[src/hdl/pcdm_pkg.sv]
`default_nettype none
package pcdm_pkg;

  localparam int TickW = 64;
  localparam int ErrW  = 48;
  localparam int AluW  = TickW + 1;

  // constant multiplier: microseconds per day
  localparam int MulW = 37;
  localparam logic [MulW-1:0] UsPerDay = 37'd86400000000;

  // numerator width of the drift division
  localparam int ProdW = TickW + MulW;
  localparam int CntW  = 7;

  localparam logic [ErrW-1:0] ErrMax = {1'b0, {(ErrW-1){1'b1}}};
  localparam logic [ErrW-1:0] ErrMin = {1'b1, {(ErrW-1){1'b0}}};

  localparam int MaxTestsDef       = 16;
  localparam int TicksPerSecondDef = 100000000;

  typedef enum logic [1:0] {
    REQ_PULSE = 2'd0,
    REQ_START = 2'd1,
    REQ_STOP  = 2'd2
  } req_e;

  typedef enum logic [1:0] {
    CFG_PERIOD = 2'd0,
    CFG_ROUNDS = 2'd1,
    CFG_TESTS  = 2'd2
  } cfg_idx_e;

  typedef enum logic [3:0] {
    ST_IDLE,
    ST_STD_A,
    ST_STD_B,
    ST_ELAP,
    ST_DIFF,
    ST_NEG,
    ST_MUL,
    ST_DIV,
    ST_ROUND,
    ST_SAT,
    ST_OUT
  } st_e;

  typedef struct packed {
    logic [15:0] period;
    logic [15:0] rounds;
    logic [4:0]  tests;
  } cfg_t;

  typedef struct packed {
    logic [AluW-1:0] a;
    logic [AluW-1:0] b;
    logic            sub;
  } alu_req_t;

  typedef struct packed {
    logic            run_done;
    logic [4:0]      tests_done;
    logic [15:0]     pulse_count;
    logic [ErrW-1:0] error_us_per_day;
  } res_t;

endpackage
`default_nettype wire

[src/hdl/pcdm_addsub.sv]
`default_nettype none
module pcdm_addsub
  import pcdm_pkg::*;
(
  input  wire alu_req_t   req_i,
  output logic [AluW-1:0] res_o
);

  logic [AluW-1:0] b_op;

  // with zero-extended operands, res_o[AluW-1] is the borrow of a subtract
  assign b_op  = req_i.sub ? ~req_i.b : req_i.b;
  assign res_o = req_i.a + b_op + {{(AluW-1){1'b0}}, req_i.sub};

endmodule
`default_nettype wire

[src/hdl/pcdm_ctrl.sv]
`default_nettype none
module pcdm_ctrl
  import pcdm_pkg::*;
#(
  parameter int MaxTests       = MaxTestsDef,
  parameter int TicksPerSecond = TicksPerSecondDef
) (
  input  wire logic             clk_i,
  input  wire logic             rst_ni,
  input  wire logic             in_valid_i,
  output logic                  in_ready_o,
  input  wire logic [1:0]       req_type_i,
  input  wire logic [TickW-1:0] now_ticks_i,
  input  wire cfg_t             cfg_i,
  input  wire logic             out_free_i,
  output logic                  res_valid_o,
  output res_t                  res_o
);

  localparam logic [29:0] Tps = 30'(TicksPerSecond);

  st_e state_q, state_d;

  logic             running_q, awaiting_q;
  logic [15:0]      pulses_q;
  logic [4:0]       rounds_done_q;
  logic [15:0]      lat_period_q, lat_rounds_q;
  logic [4:0]       lat_tests_q;
  logic [TickW-1:0] start_q, now_q, elap_q, std_q, rem_q;
  logic [31:0]      prod_q;
  logic [ProdW-1:0] p_q;
  logic [ErrW-1:0]  err_q;
  logic [CntW-1:0]  cnt_q;
  logic             neg_q;

  alu_req_t        alu_req;
  logic [AluW-1:0] alu_res;
  logic            accept, cfg_ok, pulse_full, done;
  logic [15:0]     pulses_inc;
  logic [4:0]      rounds_inc;
  logic [61:0]     std_prod;
  logic [TickW-1:0] div_t;

  pcdm_addsub u_addsub (
    .req_i (alu_req),
    .res_o (alu_res)
  );

  assign accept     = in_valid_i && in_ready_o;
  assign cfg_ok     = (cfg_i.period != '0) && (cfg_i.rounds != '0) && (cfg_i.tests != '0) &&
                      ({27'd0, cfg_i.tests} <= 32'(MaxTests));
  assign pulses_inc = pulses_q + 16'd1;
  assign pulse_full = pulses_inc >= lat_rounds_q;
  assign rounds_inc = rounds_done_q + 5'd1;
  assign done       = rounds_inc >= lat_tests_q;
  assign std_prod   = {30'd0, prod_q} * {32'd0, Tps};
  assign div_t      = {rem_q[TickW-2:0], p_q[ProdW-1]};

  // next state
  always_comb begin
    state_d = state_q;
    case (state_q)
      ST_IDLE: begin
        if (accept) begin
          if (req_type_i == REQ_START && cfg_ok) begin
            state_d = ST_STD_A;
          end else if (req_type_i == REQ_PULSE && running_q && !awaiting_q && pulse_full) begin
            state_d = ST_ELAP;
          end
        end
      end
      ST_STD_A: state_d = ST_STD_B;
      ST_STD_B: state_d = ST_IDLE;
      ST_ELAP:  state_d = ST_DIFF;
      ST_DIFF:  state_d = alu_res[AluW-1] ? ST_NEG : ST_MUL;
      ST_NEG:   state_d = ST_MUL;
      ST_MUL:   if (cnt_q == '0) state_d = ST_DIV;
      ST_DIV:   if (cnt_q == '0) state_d = ST_ROUND;
      ST_ROUND: state_d = ST_SAT;
      ST_SAT:   state_d = ST_OUT;
      ST_OUT:   if (out_free_i) state_d = ST_IDLE;
      default:  state_d = ST_IDLE;
    endcase
  end

  // outputs and shared unit operands
  always_comb begin
    in_ready_o  = 1'b0;
    res_valid_o = 1'b0;
    alu_req     = '0;
    case (state_q)
      ST_IDLE: in_ready_o = 1'b1;
      ST_ELAP: begin
        alu_req.a   = {1'b0, now_q};
        alu_req.b   = {1'b0, start_q};
        alu_req.sub = 1'b1;
      end
      ST_DIFF: begin
        alu_req.a   = {1'b0, elap_q};
        alu_req.b   = {1'b0, std_q};
        alu_req.sub = 1'b1;
      end
      ST_NEG: begin
        alu_req.a   = {1'b0, std_q};
        alu_req.b   = {1'b0, elap_q};
        alu_req.sub = 1'b1;
      end
      ST_MUL: begin
        alu_req.a = {1'b0, p_q[ProdW-1:MulW]};
        alu_req.b = {1'b0, elap_q};
      end
      ST_DIV: begin
        alu_req.a   = {1'b0, div_t};
        alu_req.b   = {1'b0, std_q};
        alu_req.sub = 1'b1;
      end
      ST_ROUND: begin
        // round half up: 2*rem >= standard
        alu_req.a   = {1'b0, rem_q[TickW-2:0], 1'b0};
        alu_req.b   = {1'b0, std_q};
        alu_req.sub = 1'b1;
      end
      ST_OUT: res_valid_o = 1'b1;
      default: ;
    endcase
  end

  assign res_o.run_done         = done;
  assign res_o.tests_done       = rounds_inc;
  assign res_o.pulse_count      = done ? pulses_q : 16'd0;
  assign res_o.error_us_per_day = err_q;

  always_ff @(posedge clk_i or negedge rst_ni) begin
    if (!rst_ni) begin
      state_q       <= ST_IDLE;
      running_q     <= 1'b0;
      awaiting_q    <= 1'b0;
      pulses_q      <= '0;
      rounds_done_q <= '0;
      start_q       <= '0;
      lat_period_q  <= '0;
      lat_rounds_q  <= '0;
      lat_tests_q   <= '0;
      cnt_q         <= '0;
    end else begin
      state_q <= state_d;
      case (state_q)
        ST_IDLE: begin
          if (accept) begin
            case (req_type_i)
              REQ_START: begin
                running_q <= cfg_ok;
                if (cfg_ok) begin
                  lat_period_q  <= cfg_i.period;
                  lat_rounds_q  <= cfg_i.rounds;
                  lat_tests_q   <= cfg_i.tests;
                  pulses_q      <= '0;
                  rounds_done_q <= '0;
                  start_q       <= '0;
                  awaiting_q    <= 1'b1;
                end
              end
              REQ_STOP: running_q <= 1'b0;
              REQ_PULSE: begin
                if (running_q) begin
                  if (awaiting_q) begin
                    start_q    <= now_ticks_i;
                    awaiting_q <= 1'b0;
                    pulses_q   <= '0;
                  end else begin
                    pulses_q <= pulses_inc;
                  end
                end
              end
              default: ;
            endcase
          end
        end
        ST_DIFF: begin
          if (!alu_res[AluW-1]) begin
            cnt_q <= CntW'(MulW - 1);
          end
        end
        ST_NEG: cnt_q <= CntW'(MulW - 1);
        ST_MUL: begin
          cnt_q <= (cnt_q == '0) ? CntW'(ProdW - 1) : cnt_q - 1'b1;
        end
        ST_DIV: cnt_q <= cnt_q - 1'b1;
        ST_OUT: begin
          if (out_free_i) begin
            rounds_done_q <= rounds_inc;
            if (done) begin
              running_q <= 1'b0;
            end else begin
              start_q  <= now_q;
              pulses_q <= '0;
            end
          end
        end
        default: ;
      endcase
    end
  end

  // datapath
  always_ff @(posedge clk_i) begin
    case (state_q)
      ST_IDLE:  now_q <= now_ticks_i;
      ST_STD_A: prod_q <= {16'd0, lat_period_q} * {16'd0, lat_rounds_q};
      ST_STD_B: std_q <= {2'b00, std_prod};
      ST_ELAP:  elap_q <= alu_res[TickW-1:0];
      ST_DIFF: begin
        neg_q <= alu_res[AluW-1];
        if (!alu_res[AluW-1]) begin
          elap_q <= alu_res[TickW-1:0];
          p_q    <= {{TickW{1'b0}}, UsPerDay};
          rem_q  <= '0;
        end
      end
      ST_NEG: begin
        elap_q <= alu_res[TickW-1:0];
        p_q    <= {{TickW{1'b0}}, UsPerDay};
        rem_q  <= '0;
      end
      ST_MUL: begin
        // shift-add, multiplier bits leave at the bottom
        if (p_q[0]) begin
          p_q <= {alu_res, p_q[MulW-1:1]};
        end else begin
          p_q <= {1'b0, p_q[ProdW-1:MulW], p_q[MulW-1:1]};
        end
      end
      ST_DIV: begin
        // restoring step: numerator leaves at the top, quotient enters at the bottom
        if (!alu_res[AluW-1]) begin
          rem_q <= alu_res[TickW-1:0];
          p_q   <= {p_q[ProdW-2:0], 1'b1};
        end else begin
          rem_q <= div_t;
          p_q   <= {p_q[ProdW-2:0], 1'b0};
        end
      end
      ST_ROUND: begin
        if (!alu_res[AluW-1]) begin
          p_q <= p_q + 1'b1;
        end
      end
      ST_SAT: begin
        if (!neg_q) begin
          err_q <= (p_q[ProdW-1:ErrW-1] != '0) ? ErrMax : p_q[ErrW-1:0];
        end else if ((p_q[ProdW-1:ErrW] != '0) || (p_q[ErrW-1] && (p_q[ErrW-2:0] != '0))) begin
          err_q <= ErrMin;
        end else begin
          err_q <= ~p_q[ErrW-1:0] + 1'b1;
        end
      end
      default: ;
    endcase
  end

  a_div_rem_below: assert property (@(posedge clk_i) disable iff (!rst_ni)
    state_q == ST_DIV |-> rem_q < std_q)
    else $error("division remainder not below standard");

  a_div_exit: assert property (@(posedge clk_i) disable iff (!rst_ni)
    state_q == ST_DIV |=> (state_q == ST_DIV || state_q == ST_ROUND))
    else $error("division left early");

  a_res_std: assert property (@(posedge clk_i) disable iff (!rst_ni)
    res_valid_o |-> (std_q != '0 && running_q && !awaiting_q))
    else $error("result without an armed run");

  a_done_count: assert property (@(posedge clk_i) disable iff (!rst_ni)
    (res_valid_o && res_o.run_done) |-> res_o.pulse_count == lat_rounds_q)
    else $error("final pulse count mismatch");

endmodule
`default_nettype wire

[src/hdl/pps_clock_drift_meter.sv]
// PPS clock drift meter.
// Input words (s_axis): tuser is the request (pulse, start, stop), tdata the
// local tick timestamp. A start with a valid config latches the config
// registers and arms a run; the first pulse sets the round start, and after
// rounds_per_test further pulses one result word leaves on m_axis with the
// drift in us/day. Config: cfg_we_i writes cfg_data_i into register
// cfg_idx_i (period, rounds, tests); a start picks the values up.
// A stop leaves tready high; a valid start first forms the nominal tick count
// in states STD_A and STD_B. A round-closing pulse goes through ELAP, DIFF,
// NEG (negative drift only), MUL, DIV, ROUND, SAT and OUT: 37 shift-add
// steps for the us/day multiply and 101 restoring divide steps, all through
// one 65-bit add/subtract unit. Its result word goes valid and tready rises
// in the same cycle. Other pulses leave tready high; tready stays low while
// a word is worked on. Results go to an output register; a stalled receiver
// holds the result there and the block keeps taking words until another
// result is ready. Reset clears the run state and the output valid flag;
// each config register resets to 1.
`default_nettype none
module pps_clock_drift_meter
  import pcdm_pkg::*;
#(
  parameter int MaxTests       = MaxTestsDef,
  parameter int TicksPerSecond = TicksPerSecondDef
) (
  input  wire logic             clk_i,
  input  wire logic             rst_ni,
  input  wire logic             s_axis_tvalid,
  output logic                  s_axis_tready,
  input  wire logic [TickW-1:0] s_axis_tdata,  // [63:0] now_ticks
  input  wire logic [1:0]       s_axis_tuser,  // [1:0] req_type
  output logic                  m_axis_tvalid,
  input  wire logic             m_axis_tready,
  output logic [71:0]           m_axis_tdata,  // [4:0] tests_done, [20:5] pulse_count,
                                               // [68:21] error_us_per_day, rest 0
  output logic                  m_axis_tlast,  // run_done
  input  wire logic             cfg_we_i,
  input  wire logic [1:0]       cfg_idx_i,
  input  wire logic [15:0]      cfg_data_i
);

  cfg_t cfg_q;
  res_t res, out_q;
  logic res_valid, out_valid_q, out_free;

  assign out_free = !out_valid_q || m_axis_tready;

  always_ff @(posedge clk_i or negedge rst_ni) begin
    if (!rst_ni) begin
      cfg_q.period <= 16'd1;
      cfg_q.rounds <= 16'd1;
      cfg_q.tests  <= 5'd1;
    end else if (cfg_we_i) begin
      case (cfg_idx_i)
        CFG_PERIOD: cfg_q.period <= cfg_data_i;
        CFG_ROUNDS: cfg_q.rounds <= cfg_data_i;
        CFG_TESTS:  cfg_q.tests  <= cfg_data_i[4:0];
        default: ;
      endcase
    end
  end

  pcdm_ctrl #(
    .MaxTests       (MaxTests),
    .TicksPerSecond (TicksPerSecond)
  ) u_ctrl (
    .clk_i       (clk_i),
    .rst_ni      (rst_ni),
    .in_valid_i  (s_axis_tvalid),
    .in_ready_o  (s_axis_tready),
    .req_type_i  (s_axis_tuser),
    .now_ticks_i (s_axis_tdata),
    .cfg_i       (cfg_q),
    .out_free_i  (out_free),
    .res_valid_o (res_valid),
    .res_o       (res)
  );

  always_ff @(posedge clk_i or negedge rst_ni) begin
    if (!rst_ni) begin
      out_valid_q <= 1'b0;
    end else if (out_free) begin
      out_valid_q <= res_valid;
    end
  end

  always_ff @(posedge clk_i) begin
    if (out_free && res_valid) begin
      out_q <= res;
    end
  end

  assign m_axis_tvalid = out_valid_q;
  assign m_axis_tlast  = out_q.run_done;
  assign m_axis_tdata  = {3'b000, out_q.error_us_per_day, out_q.pulse_count, out_q.tests_done};

endmodule
`default_nettype wire
[config.mk]
export PLATFORM = sky130hd
export DESIGN_NAME = pps_clock_drift_meter
export DESIGN_NICKNAME = d
export VERILOG_FILES = /design/src/hdl/pcdm_pkg.sv /design/src/hdl/pcdm_addsub.sv /design/src/hdl/pcdm_ctrl.sv /design/src/hdl/pps_clock_drift_meter.sv
export SDC_FILE = /design/constraint.sdc
export NUM_CORES = 2
export LEC_CHECK = 0
export BUFFER_PORTS_ARGS = -buffer_cell sky130_fd_sc_hd__buf_2
export CAP_MARGIN = 20
export CORE_ASPECT_RATIO = 1.25
export CORE_UTILIZATION = 50
export CTS_CLUSTER_DIAMETER = 30
export CTS_CLUSTER_SIZE = 14
export DETAILED_ROUTE_END_ITERATION = 8
export MAX_ROUTING_LAYER = met4
export PLACE_DENSITY = 0.66
export RECOVER_POWER = 25
export SYNTH_ARGS = -nofsm -noshare
export SYNTH_HDL_FRONTEND = slang
export SYNTH_SLANG_ARGS = --single-unit
[constraint.sdc]
create_clock -name clk_i -period 15.2 [get_ports clk_i]
set_input_delay 3.04 -clock clk_i [delete_from_list [all_inputs] [get_ports clk_i]]
set_output_delay 3.04 -clock clk_i [all_outputs]
set_load 0.01 [all_outputs]
==> run_results.csv <==
group,metric,value,unit
timing,hold_viol_final,0,
placed_design,placed_area,0.0586,mm²
finish,final-seq-area,0.0192,mm²
clock_network,post_cts_resized,0,
clock_network,tritoncts,"done",
timing,finClkSkew,33.2,ps
worst_setup_path,critPathLaunchType,"flip-flop",
finish,finalNonFillerCells,7313,
worst_setup_path,cp.arrival,7950,ps
worst_setup_path,required,15550,ps
finish,area_growth_syn_to_layout,11.7,%
synth,synth_enable_flop_cells,494,
synth,synth.yosys.warnings,0,
finish,fin_nets,6699,
worst_setup_path,crit_buf_inv,2,
global_route,grt_usage,30.0,%
global_route,grt_pass1_vias,44600,
routing,routed_wl,165000,µm
synth,ys_ff_latch,667,
floorplan,ios,164,
status,violations,"capacitance limit, slew limit",
clock_network,clock_path_buffers,3,
finish,n_fill_cell,9812,
synth,yosysTopAreaCell,"edfxtp_1",
timing,relSlewSlack,-113,%
routing,dr.pass1.iters,8,
worst_setup_path,path_cells,"nand2b_1 -> nor2_4 -> buf_4 -> nand2_1 -> and4_1 -> fa_1 -> nor2b_1 -> o31ai_1 -> a2111oi_0 -> o211ai_1 -> a211oi_1 -> o21bai_1 -> nand2_1 -> o21ai_0 -> nor2_1 -> nor2_1 -> nor2_4 -> buf_4",
routing,ant_nets,0,
timing,maxSlewViolCount,294,
synth,synthArstFlopShare,25.9,%
finish,layout-drive-gt1-share,8.55,%
routing,drcViolationCount,0,
synth,syn-cell-area,0.0567,mm²
floorplan,fp.dieArea,0.115,mm²
synth,yosys.area.top_type_share,26.1,%
worst_setup_path,crit_family,"simple AND/OR/NAND/NOR gates",
clock_network,cts_buffers,139,
floorplan,rows,137,
floorplan,dieWidth,303,µm
placed_design,hpwl,124000,µm
clock_network,cts_setup_buffers,0,
worst_setup_path,crit_fanout,65,
timing,rsz0062_at_grt,"no",
timing,fmax,132,MHz
worst_setup_path,crit_path_end_kind,"flip-flop",
timing,finalCriticalPeriod,7600,ps
synth,syn_inst,5718,
finish,multi_input_comb_area,0.0338,mm²
routing,routed_via_density,5.98,
timing,tns,0,ps
timing,worst_pin_slew,3200,ps
synth,ys.flop_type,"edfxtp_1",
synth,yosysUniqueCellTypes,77,
placed_design,place_inst,7042,
clock_network,clk_latency,760,ps
synth,yosys-top-cells-area,"edfxtp_1 26%, fa_1 16%, ha_1 9.3%, dfrtp_1 7.5%, inv_1 4.7%",
synth,ys_seq_area_share,33.8,%
clock_network,cts-hold-fix-buffers,0,
job,max_cap_violations,7,
floorplan,die_y,379,µm
routing,vias,43800,
global_route,grt_pass1_wl,257000,µm
timing,fin_crit_sh,50.0,%
synth,synth_area_per_cell,9.92,µm²
worst_setup_path,critPathSlowestCell,"dfrtp_1",
finish,design_area,0.0634,mm²
placed_design,gp_congestion,0.975,
status,status,"finished with violations",
worst_setup_path,max_stage_delay,900,ps
routing,route.detailed.wl_per_inst,22.6,µm
placed_design,portBuffers,160,
finish,final_util,56.6,%
floorplan,start_util,50.6,%
clock_network,cts.sinks,667,
global_route,grt_start_max_net_pins,102,
global_route,antenna_found_initial,8,
global_route,overflow,0,
routing,drtIter0Drc,3695,
worst_setup_path,crit_type,"reg2reg",
floorplan,core_area,0.112,mm²
clock_network,root_buffer,"clkbuf_16",
clock_network,cts.clk_slew.worst_paths,50,ps
worst_hold_path,min_path_type,"reg2reg",
clock_network,cts_max_level,4,
timing,finalSetupViolations,0,
## through the flow
step	hold slack, ps	setup WS (ps)
floorplan	400	2780
global placement	401	7580
detailed placement	405	7450
CTS	411	7380
global route	421	7130
finish	411	7600
## state kept, by name, summed over array words and instances, names as in the netlist
name / cells
u_ctrl.state_q: 4
u_ctrl.std_q: 51
u_ctrl.rem_q: 63
u_ctrl.now_q: 64
u_ctrl.cnt_q: 7
m_axis_tlast: 1
u_ctrl.p_q: 101
u_ctrl.start_q: 64
u_ctrl.neg_q: 1
u_ctrl.elap_q: 64
u_ctrl.prod_q: 32
m_axis_tvalid: 1
u_ctrl.pulses_q: 16
cfg_q: 37
m_axis_tdata: 69
u_ctrl.lat_tests_q: 5
u_ctrl.running_q: 1
u_ctrl.lat_rounds_q: 16
u_ctrl.awaiting_q: 1
u_ctrl.lat_period_q: 16
u_ctrl.rounds_done_q: 5
u_ctrl.err_q: 48
## final cells by class
| type | instances | share of cell area, % |
|---|---|---|
| sequential | 667 | 30.2 |
| multi-input combinational | 4004 | 53.3 |
| timing repair buffer | 209 | 1.81 |
| inverter | 707 | 4.19 |
| antenna | 8 | 0.0316 |
| tap | 1459 | 2.88 |
| clock buffer | 168 | 5.90 |
| clock inverter | 91 | 1.69 |
## cells in the mapped netlist, types with 144 or more instances
cell,count
edfxtp_1,494
nor2_1,185
ha_1,420
dfrtp_1,170
clkbuf_1,315
nand2_1,676
fa_1,462
a22oi_1,209
xnor2_1,151
a21oi_1,237
o21ai_0,297
and2_1,158
inv_1,704
nand3_1,144
## path summary, 6_finish.rpt
path	from	endpoint	slack (ps)	cells past startpoint
max	u_ctrl.state_q[2]	u_ctrl.elap_q[40]	7600	18
min	u_ctrl.err_q[27]	m_axis_tdata[48]	410	0
max reg2reg	u_ctrl.state_q[2]	u_ctrl.elap_q[40]	7600	18
min reg2reg	u_ctrl.err_q[27]	m_axis_tdata[48]	410	0
max in group asynchronous	rst_ni	cfg_q[21]	9220	4
min in group asynchronous	rst_ni	u_ctrl.start_q[32]	3370	1
## cell usage in the layout (no fill, tap or decap), types with 125 or more instances in the layout
cell and count:
inv_1 703, nand2_1 673, edfxtp_1 494, fa_1 462
ha_1 420, o21ai_0 295, a21oi_1 236, a22oi_1 209
nor2_1 178, dfrtp_1 170, xnor2_1 150, and2_1 148
nand3_1 143, clkbuf_16 143, xor2_1 125
## kinds of logic (layout without fill, tap and decap cells)
family          Yosys count  in the layout  synth area share [%]
fa+ha+maj               882            882                  25.6
simple gates           1508           1508                  12.6
mux                     160            160                  2.99
flops                   667            667                  33.8
other cells               1             11               0.00661
buf+inv                1049           1175                  6.97
compound gates         1175           1175                  13.8
xor+xnor                276            276                  4.26
## layer usage
| layer | vias to the layer above | wire (µm) | share of wire (%) | global-route usage (%) |
|---|---|---|---|---|
| met5 | - | 0 | 0 | - |
| met4 | 0 | 6980 | 4.2 | 12.1 |
| met2 | 1481 | 84900 | 51 | 51.4 |
| li1 | 20000 | - | - | - |
| met1 | 21900 | 64400 | 39 | 35.2 |
| met3 | 350 | 9000 | 5.4 | 4.38 |
Power is not shown: default switching activity piles up to over one toggle a cycle in this logic, so the estimate is an artifact.
